**config.mk**
```make
export PLATFORM = sky130hd
export DESIGN_NAME = i2c_byte_master
export DESIGN_NICKNAME = d
export VERILOG_FILES = /design/src/hdl/i2cbm_pkg.sv /design/src/hdl/i2c_byte_master.sv
export SDC_FILE = /design/constraint.sdc
export NUM_CORES = 1
export LEC_CHECK = 0
export ABC_AREA = 0
export ABC_CLOCK_PERIOD_IN_PS = 4900
export BUFFER_PORTS_ARGS = -buffer_cell sky130_fd_sc_hd__buf_2
export CAP_MARGIN = 20
export CORE_MARGIN = 4
export CORE_UTILIZATION = 25
export CTS_BUF_LIST = sky130_fd_sc_hd__clkbuf_8
export DETAILED_ROUTE_END_ITERATION = 16
export PLACE_DENSITY = 0.5
export SYNTH_ARGS = -nofsm -noshare
export SYNTH_HDL_FRONTEND = slang
export SYNTH_SLANG_ARGS = --single-unit
```
**constraint.sdc**
```tcl
create_clock -name clk_i -period 4.9 [get_ports clk_i]
set_clock_uncertainty 0.1 [all_clocks]
set_input_delay 0.98 -clock clk_i [delete_from_list [all_inputs] [get_ports clk_i]]
set_output_delay 0.98 -clock clk_i [all_outputs]
set_load 0.02 [all_outputs]
```
**src/hdl/i2cbm_pkg.sv**
```systemverilog
// Shared constants for the I2C byte master: request codes, field widths, register map.
`timescale 1ns / 1ps
`default_nettype none
package i2cbm_pkg;

  localparam int ReqW   = 3;
  localparam int ByteW  = 8;
  localparam int CfgW   = 16;
  localparam int CfgIdxW = 1;
  localparam int BitCntW = 4;

  // Request codes carried by req_type.
  localparam logic [ReqW-1:0] REQ_NONE  = 3'd0;
  localparam logic [ReqW-1:0] REQ_START = 3'd1;
  localparam logic [ReqW-1:0] REQ_STOP  = 3'd2;
  localparam logic [ReqW-1:0] REQ_WRITE = 3'd3;
  localparam logic [ReqW-1:0] REQ_READ  = 3'd4;

  // Configuration register indexes.
  localparam logic [CfgIdxW-1:0] CFG_STEP_DELAY    = 1'd0;
  localparam logic [CfgIdxW-1:0] CFG_STRETCH_LIMIT = 1'd1;

  localparam logic [CfgW-1:0] STEP_DELAY_RST    = 16'd3000;
  localparam logic [CfgW-1:0] STRETCH_LIMIT_RST = 16'd30000;

  localparam logic [BitCntW-1:0] BITS_PER_BYTE = 4'd8;

endpackage
`default_nettype wire

```
**src/hdl/i2c_byte_master.sv**
```systemverilog
// Top level of the I2C byte master: line sequencer, timing counters and result register.
//
// Usage: every input item is one tick of the bus clock domain. It carries an
// optional request (start, stop, write byte, read byte) and the sampled SCL and
// SDA levels. For every accepted item exactly one result item comes out: the
// open-drain drive-low levels for SCL and SDA, a busy flag, and a done pulse
// with the received ACK, the read byte and a clock-stretch timeout flag.
// Requests that arrive while a command is in progress are ignored.
// Throughput is one item per cycle while the receiver keeps up; the result of an item is registered and
// shows on the output channel the cycle after the item is accepted.
// The whole update for one tick is a single pass through the step sequencer
// and one add and compare on the delay or wait counter.
// When the receiver stalls, the finished result holds in the output register
// and input ready drops until it is taken; ready stays high while the output
// register is empty or being drained in the same cycle.
// Reset returns the sequencer to idle with both lines released, clears the
// counters and loads the default step delay and stretch limit.
// Configuration writes take effect at the next clock edge and are meant to be
// issued only while no command is in progress.
`timescale 1ns / 1ps
`default_nettype none
module i2c_byte_master #(
  parameter int COUNTER_WIDTH = 16
) (
  input  wire logic                              clk_i,
  input  wire logic                              rst_ni,
  // Configuration write port
  input  wire logic                              cfg_we_i,
  input  wire logic [i2cbm_pkg::CfgIdxW-1:0]     cfg_idx_i,
  input  wire logic [i2cbm_pkg::CfgW-1:0]        cfg_data_i,
  // Input channel
  input  wire logic                              in_valid_i,
  output logic                                   in_ready_o,
  input  wire logic [i2cbm_pkg::ReqW-1:0]        req_type_i,
  input  wire logic [i2cbm_pkg::ByteW-1:0]       tx_byte_i,
  input  wire logic                              send_ack_i,
  input  wire logic                              scl_in_i,
  input  wire logic                              sda_in_i,
  // Output channel
  output logic                                   out_valid_o,
  input  wire logic                              out_ready_i,
  output logic                                   scl_drive_low_o,
  output logic                                   sda_drive_low_o,
  output logic                                   busy_res_o,
  output logic                                   done_res_o,
  output logic                                   ack_seen_o,
  output logic [i2cbm_pkg::ByteW-1:0]            rx_byte_o,
  output logic                                   stretch_timeout_o
);

  // The comparisons run at the wider of the counter and the register width.
  localparam int CmpW = (COUNTER_WIDTH > i2cbm_pkg::CfgW) ? COUNTER_WIDTH : i2cbm_pkg::CfgW;
  localparam logic [COUNTER_WIDTH-1:0] CntMax  = {COUNTER_WIDTH{1'b1}};
  localparam logic [COUNTER_WIDTH-1:0] CntZero = {COUNTER_WIDTH{1'b0}};

  // Sequencer states: one per delay or wait step of each command, plus idle.
  localparam logic [4:0] PH_IDLE  = 5'd0;
  localparam logic [4:0] S_ST_W   = 5'd1;   // start: wait SCL high
  localparam logic [4:0] S_ST_D1  = 5'd2;
  localparam logic [4:0] S_ST_D2  = 5'd3;
  localparam logic [4:0] S_ST_D3  = 5'd4;
  localparam logic [4:0] S_SP_D1  = 5'd5;   // stop
  localparam logic [4:0] S_SP_W   = 5'd6;
  localparam logic [4:0] S_SP_D2  = 5'd7;
  localparam logic [4:0] S_SP_D3  = 5'd8;
  localparam logic [4:0] S_WR_D1  = 5'd9;   // write: data bit
  localparam logic [4:0] S_WR_W   = 5'd10;
  localparam logic [4:0] S_WR_D2  = 5'd11;
  localparam logic [4:0] S_WR_D3  = 5'd12;
  localparam logic [4:0] S_WA_D1  = 5'd13;  // write: ACK slot
  localparam logic [4:0] S_WA_W   = 5'd14;
  localparam logic [4:0] S_WA_D2  = 5'd15;
  localparam logic [4:0] S_WA_D3  = 5'd16;
  localparam logic [4:0] S_RD_D1  = 5'd17;  // read: data bit
  localparam logic [4:0] S_RD_W   = 5'd18;
  localparam logic [4:0] S_RD_D2  = 5'd19;
  localparam logic [4:0] S_RD_D3  = 5'd20;
  localparam logic [4:0] S_RA_D1  = 5'd21;  // read: ACK/NACK slot
  localparam logic [4:0] S_RA_W   = 5'd22;
  localparam logic [4:0] S_RA_D2  = 5'd23;
  localparam logic [4:0] S_RA_D3  = 5'd24;

  logic [i2cbm_pkg::CfgW-1:0]    step_delay_q, stretch_limit_q;

  logic [4:0]                    phase_q, phase_d;
  logic [i2cbm_pkg::BitCntW-1:0] bit_count_q, bit_count_d;
  logic [i2cbm_pkg::ByteW-1:0]   shift_q, shift_d;
  logic [COUNTER_WIDTH-1:0]      delay_q, delay_d;
  logic [COUNTER_WIDTH-1:0]      wait_q, wait_d;
  logic                          drv_scl_q, drv_scl_d;
  logic                          drv_sda_q, drv_sda_d;
  logic                          ack_mode_q, ack_mode_d;
  logic                          timeout_q, timeout_d;

  logic                          out_valid_q;
  logic                          res_done_q, res_ack_q, res_timeout_q;
  logic [i2cbm_pkg::ByteW-1:0]   res_rx_q;

  logic                          in_fire;
  logic                          done_d, ack_d;
  logic [i2cbm_pkg::ByteW-1:0]   rx_d;
  logic [i2cbm_pkg::ByteW-1:0]   shift_next;
  logic [i2cbm_pkg::BitCntW-1:0] bit_inc;
  logic [COUNTER_WIDTH-1:0]      delay_inc;
  logic                          delay_end, wait_limit, is_wait, step_end;

  // A new item goes in whenever the result register is free or drains now.
  assign in_ready_o = !out_valid_q || out_ready_i;
  assign in_fire    = in_valid_i && in_ready_o;

  // Saturating delay counter and the end tests of both timed step kinds.
  assign delay_inc  = (delay_q == CntMax) ? delay_q : delay_q + 1'b1;
  assign delay_end  = (CmpW'(delay_inc) >= CmpW'(step_delay_q)) || (delay_inc == CntMax);
  assign wait_limit = (CmpW'(wait_q) >= CmpW'(stretch_limit_q)) || (wait_q == CntMax);
  assign is_wait    = (phase_q == S_ST_W) || (phase_q == S_SP_W) || (phase_q == S_WR_W) ||
                      (phase_q == S_WA_W) || (phase_q == S_RD_W) || (phase_q == S_RA_W);

  assign shift_next = {shift_q[i2cbm_pkg::ByteW-2:0], 1'b0};
  assign bit_inc    = bit_count_q + 1'b1;

  always_comb begin
    phase_d     = phase_q;
    bit_count_d = bit_count_q;
    shift_d     = shift_q;
    delay_d     = delay_q;
    wait_d      = wait_q;
    drv_scl_d   = drv_scl_q;
    drv_sda_d   = drv_sda_q;
    ack_mode_d  = ack_mode_q;
    timeout_d   = timeout_q;
    done_d      = 1'b0;
    ack_d       = 1'b0;
    rx_d        = '0;
    step_end    = 1'b0;

    if (phase_q == PH_IDLE) begin
      // Leading line changes of a new command happen on the accepting tick.
      case (req_type_i)
        i2cbm_pkg::REQ_START: begin
          drv_sda_d = 1'b0;
          drv_scl_d = 1'b0;
          phase_d   = S_ST_W;
        end
        i2cbm_pkg::REQ_STOP: begin
          drv_sda_d = 1'b1;
          phase_d   = S_SP_D1;
        end
        i2cbm_pkg::REQ_WRITE: begin
          drv_sda_d = !tx_byte_i[i2cbm_pkg::ByteW-1];
          phase_d   = S_WR_D1;
        end
        i2cbm_pkg::REQ_READ: begin
          drv_sda_d = 1'b0;
          phase_d   = S_RD_D1;
        end
        default: begin
        end
      endcase
      if (req_type_i == i2cbm_pkg::REQ_START || req_type_i == i2cbm_pkg::REQ_STOP ||
          req_type_i == i2cbm_pkg::REQ_WRITE || req_type_i == i2cbm_pkg::REQ_READ) begin
        bit_count_d = '0;
        delay_d     = CntZero;
        wait_d      = CntZero;
        timeout_d   = 1'b0;
        shift_d     = (req_type_i == i2cbm_pkg::REQ_WRITE) ? tx_byte_i : '0;
        ack_mode_d  = (req_type_i == i2cbm_pkg::REQ_READ) ? send_ack_i : 1'b0;
      end
    end else begin
      if (is_wait) begin
        if (scl_in_i) begin
          step_end = 1'b1;
        end else if (wait_limit) begin
          timeout_d = 1'b1;
          step_end  = 1'b1;
        end else begin
          wait_d = wait_q + 1'b1;
        end
      end else begin
        delay_d  = delay_inc;
        step_end = delay_end;
      end

      if (step_end) begin
        delay_d = CntZero;
        wait_d  = CntZero;
        unique case (phase_q)
          S_ST_W:  phase_d = S_ST_D1;
          S_ST_D1: begin drv_sda_d = 1'b1; phase_d = S_ST_D2; end
          S_ST_D2: begin drv_scl_d = 1'b1; phase_d = S_ST_D3; end
          S_ST_D3: begin done_d = 1'b1; phase_d = PH_IDLE; end
          S_SP_D1: begin drv_scl_d = 1'b0; phase_d = S_SP_W; end
          S_SP_W:  phase_d = S_SP_D2;
          S_SP_D2: begin drv_sda_d = 1'b0; phase_d = S_SP_D3; end
          S_SP_D3: begin done_d = 1'b1; phase_d = PH_IDLE; end
          S_WR_D1: begin drv_scl_d = 1'b0; phase_d = S_WR_W; end
          S_WR_W:  phase_d = S_WR_D2;
          S_WR_D2: begin drv_scl_d = 1'b1; phase_d = S_WR_D3; end
          S_WR_D3: begin
            // Next bit goes out MSB first; after the last one SDA is freed for ACK.
            shift_d     = shift_next;
            bit_count_d = bit_inc;
            if (bit_inc < i2cbm_pkg::BITS_PER_BYTE) begin
              drv_sda_d = !shift_next[i2cbm_pkg::ByteW-1];
              phase_d   = S_WR_D1;
            end else begin
              drv_sda_d = 1'b0;
              phase_d   = S_WA_D1;
            end
          end
          S_WA_D1: begin drv_scl_d = 1'b0; phase_d = S_WA_W; end
          S_WA_W:  phase_d = S_WA_D2;
          S_WA_D2: begin
            ack_mode_d = !sda_in_i;
            drv_scl_d  = 1'b1;
            phase_d    = S_WA_D3;
          end
          S_WA_D3: begin done_d = 1'b1; ack_d = ack_mode_q; phase_d = PH_IDLE; end
          S_RD_D1: begin drv_scl_d = 1'b0; phase_d = S_RD_W; end
          S_RD_W:  phase_d = S_RD_D2;
          S_RD_D2: begin
            shift_d   = {shift_q[i2cbm_pkg::ByteW-2:0], sda_in_i};
            drv_scl_d = 1'b1;
            phase_d   = S_RD_D3;
          end
          S_RD_D3: begin
            bit_count_d = bit_inc;
            if (bit_inc < i2cbm_pkg::BITS_PER_BYTE) begin
              phase_d = S_RD_D1;
            end else begin
              drv_sda_d = ack_mode_q;
              phase_d   = S_RA_D1;
            end
          end
          S_RA_D1: begin drv_scl_d = 1'b0; phase_d = S_RA_W; end
          S_RA_W:  phase_d = S_RA_D2;
          S_RA_D2: begin drv_scl_d = 1'b1; phase_d = S_RA_D3; end
          S_RA_D3: begin
            drv_sda_d = 1'b0;
            done_d    = 1'b1;
            rx_d      = shift_q;
            phase_d   = PH_IDLE;
          end
          default: phase_d = PH_IDLE;
        endcase
      end
    end
  end

  always_ff @(posedge clk_i or negedge rst_ni) begin
    if (!rst_ni) begin
      step_delay_q    <= i2cbm_pkg::STEP_DELAY_RST;
      stretch_limit_q <= i2cbm_pkg::STRETCH_LIMIT_RST;
    end else if (cfg_we_i) begin
      if (cfg_idx_i == i2cbm_pkg::CFG_STEP_DELAY) begin
        step_delay_q <= cfg_data_i;
      end
      if (cfg_idx_i == i2cbm_pkg::CFG_STRETCH_LIMIT) begin
        stretch_limit_q <= cfg_data_i;
      end
    end
  end

  always_ff @(posedge clk_i or negedge rst_ni) begin
    if (!rst_ni) begin
      phase_q     <= PH_IDLE;
      bit_count_q <= '0;
      shift_q     <= '0;
      delay_q     <= CntZero;
      wait_q      <= CntZero;
      drv_scl_q   <= 1'b0;
      drv_sda_q   <= 1'b0;
      ack_mode_q  <= 1'b0;
      timeout_q   <= 1'b0;
    end else if (in_fire) begin
      phase_q     <= phase_d;
      bit_count_q <= bit_count_d;
      shift_q     <= shift_d;
      delay_q     <= delay_d;
      wait_q      <= wait_d;
      drv_scl_q   <= drv_scl_d;
      drv_sda_q   <= drv_sda_d;
      ack_mode_q  <= ack_mode_d;
      timeout_q   <= timeout_d;
    end
  end

  // Result register: the line drives are the state itself, so only the
  // per-tick flags need their own copy.
  always_ff @(posedge clk_i or negedge rst_ni) begin
    if (!rst_ni) begin
      out_valid_q <= 1'b0;
    end else if (in_fire) begin
      out_valid_q <= 1'b1;
    end else if (out_ready_i) begin
      out_valid_q <= 1'b0;
    end
  end

  always_ff @(posedge clk_i) begin
    if (in_fire) begin
      res_done_q    <= done_d;
      res_ack_q     <= ack_d;
      res_rx_q      <= rx_d;
      res_timeout_q <= done_d && timeout_d;
    end
  end

  assign out_valid_o       = out_valid_q;
  assign scl_drive_low_o   = drv_scl_q;
  assign sda_drive_low_o   = drv_sda_q;
  assign busy_res_o        = (phase_q != PH_IDLE);
  assign done_res_o        = res_done_q;
  assign ack_seen_o        = res_ack_q;
  assign rx_byte_o         = res_rx_q;
  assign stretch_timeout_o = res_timeout_q;

endmodule
`default_nettype wire

```
==> impl_metrics.py, run 1 <==
metrics = {
    "clocking": {
        "cts.sinks": 97,
        "cts_resized": 0,
        "cts_root_buf": "clkbuf_8",
        "cts_buffers": 9,
        "clk_pin_slew_ns": 0.11,
        "clockBufferDepth": 2,
        "post_cts_buffers": 0,
        "cts_htree_levels": 3,
        "cts_tree": "built",
        "holdBufCountCts": 0,
        "clkLatencyLatePin_ns": 0.40,
    },
    "die": {
        "ios": 52,
        "die_y_um": 161.1,
        "die_area_um2": 25950,
        "die_width_um": 161.1,
        "row_count": 55,
        "start_util_pct": 25.64,
        "coreArea_um2": 22850,
    },
    "global_route": {
        "use_met3_pct": 2.781,
        "first_global_vias": 4482,
        "grt_overflow": 0,
        "grt_max_degree": 62,
        "met1_usage_pct": 16.94,
        "grt_use_total_pct": 12.07,
        "grt.busiest_layer": "met2",
        "antenna_found_initial": 0,
        "gr-usage-met2_pct": 18.67,
        "grt_first_pass_wirelength_um": 25370,
    },
    "timing": {
        "finalSetupViolCount": 0,
        "worst_pin_slew_ns": 0.8182,
        "min_period_over_period_pct": 90.72,
        "fin_tns_setup_ns": 0,
        "fmax_mhz": 225.0,
        "timing.final.crit_period_ns": 4.445,
        "hold_viol": 0,
        "slew_headroom_pct": 45.45,
        "rsz0062_at_grt": "no",
        "drv_slew": 0,
    },
    "pwr": {
        "combPwrFrac_pct": 36.7,
        "internal_power_w": 0.001477,
        "power.share.clock_pct": 20.8,
        "switchingPower_w": 0.001053,
        "ir_drop_mv": 0.1578,
        "seqPwrFrac_pct": 42.5,
        "cellPowerDensity_nw_per_um2": 379.5,
        "fin_total_pwr_w": 0.002530,
        "p_leak_nw": 2.915,
        "switching_share_pct": 41.61,
    },
    "worst_setup_path": {
        "cp.required_ns": 5.08,
        "critPathMaxFanout": 9,
        "crit_type": "reg -> reg",
        "rrSetupSlack_ns": 0.45,
        "crit_path_start_kind": "flop",
        "worstSetupEndpointType": "flop",
        "arrival_ns": 4.63,
    },
    "place": {
        "place_area_um2": 6467,
        "dp_hpwl_um": 11460,
        "place.gp.congestion": 0.8177,
        "portBuffers": 51,
        "numPlacedInstances": 973,
    },
    "detailed_routing": {
        "routedWlPerCell_um": 15.54,
        "viasPerCell": 4.815,
        "wirelength_um": 15380,
        "drc": 0,
        "vias": 4767,
        "drt_pass1_iterations": 4,
        "drt_iter0_markers": 246,
        "ant_nets": 0,
    },
    "synth": {
        "postSynthCellCount": 629,
        "synth_area_leaders": "dfrtp_1 (31%), ha_1 (7.5%), dfstp_2 (6.3%)",
        "synth_seq_cells": 97,
        "yosysTopAreaCellShare_pct": 30.76,
        "synth_nets": 700,
        "synth_area_um2": 5858,
        "async_flop_share_pct": 88.66,
        "ys_warn_count": 0,
        "synth_edf_count": 11,
        "ys_seq_area_share_pct": 42.67,
        "ys_types": 55,
        "synth_top_area_cell": "dfrtp_1",
        "postSynthAreaPerCell_um2": 9.313,
        "yosys-top-cells-count": "nand2_1 (75), dfrtp_1 (72), o21ai_0 (50), inv_1 (40), ha_1 (35)",
        "ys.flop_type": "dfrtp_1",
        "synth_most_common_cell": "nand2_1",
    },
    "final_layout": {
        "fin_cells": 990,
        "drive_gt1_share_pct": 19.35,
        "syn_to_final_growth_pct": 13.82,
        "design_area_um2": 6668,
        "antenna_cells": 0,
        "final_nets": 743,
    },
    "status": {
        "status": "finished, final reports clean",
    },
    "hold_path": {
        "min_path_type": "reg -> reg",
    },
    "job": {
        "drv_cap": 0,
    },
}
[power groups by stage]
stage / sequential [W] / combinational (W) / clock [W]
5_1_grt: 0.00110 / 0.00105 / 0.000585
2_1_floorplan: 0.00101 / 0.000725 / 0
3_3_place_gp: 0.00109 / 0.000928 / 0
3_5_place_dp: 0.00109 / 0.000926 / 0
6_report: 0.00108 / 0.000928 / 0.000527
4_1_cts: 0.00107 / 0.000932 / 0.000552
[through the flow]
stage / setup WS [ns] / util (%) / hold WS (ns)
final: 0.4549 / 29.18 / 0.4187
after detailed placement: 0.4727 / 28.31 / 0.3961
after CTS: 0.4508 / 29.16 / 0.4240
after global placement: 0.5152 / 28.31 / 0.3828
after floorplan: 0.9855 / - / 0.3729
after global routing: 0.05602 / 29.18 / 0.4329
[state kept, by name (all words and copies together) (netlist names)]
name               cells
ack_mode_q             1
ack_seen_o             1
bit_count_q            4
delay_q               16
done_res_o             1
out_valid_o            1
phase_q                5
rx_byte_o              8
scl_drive_low_o        1
sda_drive_low_o        1
shift_q                8
step_delay_q          16
stretch_limit_q       16
stretch_timeout_o      1
timeout_q              1
wait_q                16
[kinds of logic after synthesis]
family          after synthesis  synth area share [%]
fa+ha+maj                    35                 7.475
xor+xnor                     12                 1.794
compound gates              158                 17.13
simple gates                223                 19.20
buf+inv                      69                 4.549
mux                          35                 7.177
flops                        97                 42.67
[final timing paths]
check | depth (start not counted) | start | to
min in group asynchronous | 1 | rst_ni | shift_q[3]$_DFFE_PN0P_
max reg2reg | 14 | delay_q[0]$_DFFE_PN0P_ | shift_q[4]$_DFFE_PN0P_
max | 14 | delay_q[0]$_DFFE_PN0P_ | shift_q[4]$_DFFE_PN0P_
min | 1 | timeout_q$_DFFE_PN0P_ | timeout_q$_DFFE_PN0P_
min reg2reg | 1 | timeout_q$_DFFE_PN0P_ | timeout_q$_DFFE_PN0P_
max in group asynchronous | 2 | rst_ni | stretch_limit_q[12]$_DFFE_PN1P_
[critical path, stage by stage (launching register included)]
cell and delay (ns):
dfrtp_1 0.49, ha_1 0.33, nand4_2 0.24, or4_1 0.72
xnor2_1 0.23, ha_1 0.25, nand2b_1 0.14, a211oi_1 0.22
o21ai_0 0.12, nand4_1 0.13, and3_1 0.21, o31ai_4 0.14
a21oi_2 0.19, or3_1 0.48, mux2_4 0.35
[cells in the final DEF (no fill, tap or decap), drive strengths merged, types with 9 or more instances in the layout]
master,netlist,layout
nand2,75,75
dfrtp,72,72
buf,5,61
o21ai,51,51
inv,40,43
ha,35,35
a21oi,33,33
mux2,32,32
nor2,30,30
nand3,27,27
nor3,16,16
nand4,16,16
a31oi,15,15
dfstp,14,14
and2,13,13
a22o,13,13
o31ai,13,13
edfxtp,11,11
a211oi,10,10
xnor2,9,9
nand2b,9,9
clkbuf,24,9
nor4,9,9
[metal layers]
layer  vias up  wire [um]
li1       2385          -
met1      2276       7522
met2        90       6973
met3        16        622
met4         0        263
met5         -          0
[cell type report]
class / instances / area [um^2]
clock buffer: 9 / 123.9
clock inverter: 7 / 71.32
fill: 2460 / 16180
inverter: 40 / 150.1
multi-input combinational: 463 / 3100
sequential: 97 / 2500
tap: 313 / 391.6
timing repair buffer: 61 / 330.3
No activity file was read; power rests on OpenSTA's default activity.
==> run 2: changes to the inputs <==
--- a/config.mk
+++ b/config.mk
@@ -6,10 +6,9 @@
 export NUM_CORES = 1
 export LEC_CHECK = 0
 export ABC_AREA = 0
-export ABC_CLOCK_PERIOD_IN_PS = 4900
+export ABC_CLOCK_PERIOD_IN_PS = 5100
 export BUFFER_PORTS_ARGS = -buffer_cell sky130_fd_sc_hd__buf_2
 export CAP_MARGIN = 20
-export CORE_MARGIN = 4
 export CORE_UTILIZATION = 25
 export CTS_BUF_LIST = sky130_fd_sc_hd__clkbuf_8
 export DETAILED_ROUTE_END_ITERATION = 16
==> constraint.sdc (replaced) <==
create_clock -name clk_i -period 5.1 [get_ports clk_i]
set_clock_uncertainty 0.1 [all_clocks]
set_input_delay 1.02 -clock clk_i [delete_from_list [all_inputs] [get_ports clk_i]]
set_output_delay 1.02 -clock clk_i [all_outputs]
set_load 0.02 [all_outputs]
==> run 2 against run 1 <==
Fmax decreased by 3.6%. Sequential cell count unchanged. Critical path depth did not move. Combinational power fell by 4.8%. Sequential share of layout area fell by 0.11 points. Total power down 3.7%. Design area is 0.30% higher. Global-route usage up 1.3 points. Die area decreased by 7.3%. Largest power group unchanged. Critical endpoint unchanged.
==> impl_metrics.py, run 2 (synthesis results as in run 1) <==
metrics = {
    "status": {
        "status": "finished, final reports clean",
    },
    "die": {
        "ios": 52,
        "die_width_um": 155.1,
        "coreArea_um2": 22780,
        "die_area_um2": 24050,
        "start_util_pct": 25.72,
        "row_count": 55,
        "die_y_um": 155.1,
    },
    "clocking": {
        "cts_root_buf": "clkbuf_8",
        "cts_buffers": 9,
        "cts_htree_levels": 3,
        "cts_resized": 0,
        "holdBufCountCts": 0,
        "cts_tree": "built",
        "clkLatencyLatePin_ns": 0.38,
        "clockBufferDepth": 2,
        "clk_pin_slew_ns": 0.11,
        "cts.sinks": 97,
        "post_cts_buffers": 0,
    },
    "final_layout": {
        "num-fill-cells": 2410,
        "drive_gt1_share_pct": 19.47,
        "final_common_cell": "nand2_1",
        "antenna_cells": 0,
        "multi_input_area_um2": 3100,
        "syn_to_final_growth_pct": 14.16,
        "final_nets": 744,
        "seq_area_um2": 2500,
        "final_cell_mix": "nand2_1 (75), dfrtp_1 (72), buf_2 (51)",
    },
    "timing": {
        "slew_headroom_pct": 49.61,
        "fin_tns_setup_ns": 0,
        "fmax_mhz": 217.0,
        "timing.final.crit_period_ns": 4.609,
        "hold_viol": 0,
        "min_period_over_period_pct": 90.38,
        "rsz0062_at_grt": "no",
        "finalSetupViolCount": 0,
        "drv_slew": 0,
        "holdWs_ns": 0.4144,
        "worst_pin_slew_ns": 0.7531,
    },
    "hold_path": {
        "min_path_type": "reg -> reg",
        "whs_endpoint": "timeout_q$_DFFE_PN0P_",
        "hold_path_depth": 1,
        "min_from": "timeout_q$_DFFE_PN0P_",
    },
    "detailed_routing": {
        "drt_pass1_iterations": 5,
        "viasPerCell": 4.831,
        "wirelength_um": 15390,
        "routedWlPerCell_um": 15.52,
        "drt_iter0_markers": 314,
        "drc": 0,
        "vias": 4788,
        "ant_nets": 0,
    },
    "worst_setup_path": {
        "slowest_delay_ns": 0.71,
        "crit_type": "reg -> reg",
        "critPathMostFrequentCell": "ha_1",
        "worstRegToRegCells": 14,
        "critPathMaxFanout": 9,
        "r2r_start": "delay_q[0]$_DFFE_PN0P_",
        "crit_chain": "ha_1 -> nand4_2 -> or4_1 -> xnor2_1 -> ha_1 -> nand2b_1 -> a211oi_1 -> o21ai_0 -> nand4_1 -> and3_1 -> o31ai_4 -> a21oi_2 -> or3_1 -> mux2_4",
        "cp.required_ns": 5.27,
        "arrival_ns": 4.78,
        "cp_num_buf_inv": 0,
        "crit_path_start_kind": "flop",
        "crit_slowest_cell": "or4_1",
        "r2r_end": "shift_q[4]$_DFFE_PN0P_",
        "worstSetupEndpointType": "flop",
        "critical-path-top-delay-family": "simple AND/OR/NAND/NOR gates",
        "rrSetupSlack_ns": 0.49,
    },
    "job": {
        "drv_cap": 0,
    },
    "global_route": {
        "grt_overflow": 0,
        "first_global_vias": 4647,
        "antenna_found_initial": 0,
        "grt_use_total_pct": 13.41,
        "grt_max_degree": 49,
        "grt_first_pass_wirelength_um": 25320,
    },
    "place": {
        "portBuffers": 51,
        "place.gp.congestion": 0.8531,
        "dp_hpwl_um": 11080,
    },
    "pwr": {
        "p_leak_nw": 2.925,
        "ir_drop_mv": 0.1559,
        "fin_total_pwr_w": 0.002436,
        "cellPowerDensity_nw_per_um2": 364.2,
    },
}
run 2: cell types whose count changed in the layout (fill, tap and decap cells not counted), sizes merged:
| cell | before | now |
|---|---|---|
| buf | 61 | 62 |
| clkbuf | 9 | 10 |
| inv | 43 | 42 |
run 2: area by class of cell:
cell class / count / area share (%)
Clock buffer: 10 / 2.058
Multi-Input combinational cell: 463 / 46.36
Sequential cell: 97 / 37.38
Inverter: 40 / 2.245
Tap cell: 313 / 5.856
Timing Repair Buffer: 62 / 5.164
Clock inverter: 6 / 0.9355
run 2: power breakdown:
group / total, W / switching (W) / internal, W
logic: 0.000883 / 0.000545 / 0.000338
registers: 0.00103 / 0.000144 / 0.000890
clock network: 0.000519 / 0.000316 / 0.000203
run 2: how the worst max path moves through the flow:
stage                           startpoint                     end  cells after the start
global route        delay_q[0]$_DFFE_PN0P_  shift_q[4]$_DFFE_PN0P_                     14
floorplan           delay_q[1]$_DFFE_PN0P_  wait_q[15]$_DFFE_PN0P_                     17
CTS                 delay_q[0]$_DFFE_PN0P_  shift_q[4]$_DFFE_PN0P_                     14
global placement    delay_q[0]$_DFFE_PN0P_  shift_q[2]$_DFFE_PN0P_                     14
detailed placement  delay_q[0]$_DFFE_PN0P_  shift_q[3]$_DFFE_PN0P_                     14
finish              delay_q[0]$_DFFE_PN0P_  shift_q[4]$_DFFE_PN0P_                     14
run 2: routing by layer:
layer | vias up | global-route usage (%) | wire length [um]
met4 | 0 | 3.960 | 219
met1 | 2262 | 18.46 | 7478
met5 | - | 0 | 0
met3 | 12 | 2.535 | 683
li1 | 2383 | - | -
met2 | 131 | 21.26 | 7003
run 2: per-stage QoR:
stage / instance area [um^2] / std cells / utilization (%) / setup WS (ns)
2_1_floorplan: 5858 / 629 / - / 1.185
3_3_place_gp: 6467 / 973 / 28.39 / 0.6571
3_5_place_dp: 6467 / 973 / 28.39 / 0.5735
4_1_cts: 6668 / 989 / 29.27 / 0.5282
5_1_grt: 6688 / 991 / 29.36 / 0.1891
6_report: 6688 / 991 / 29.36 / 0.4908
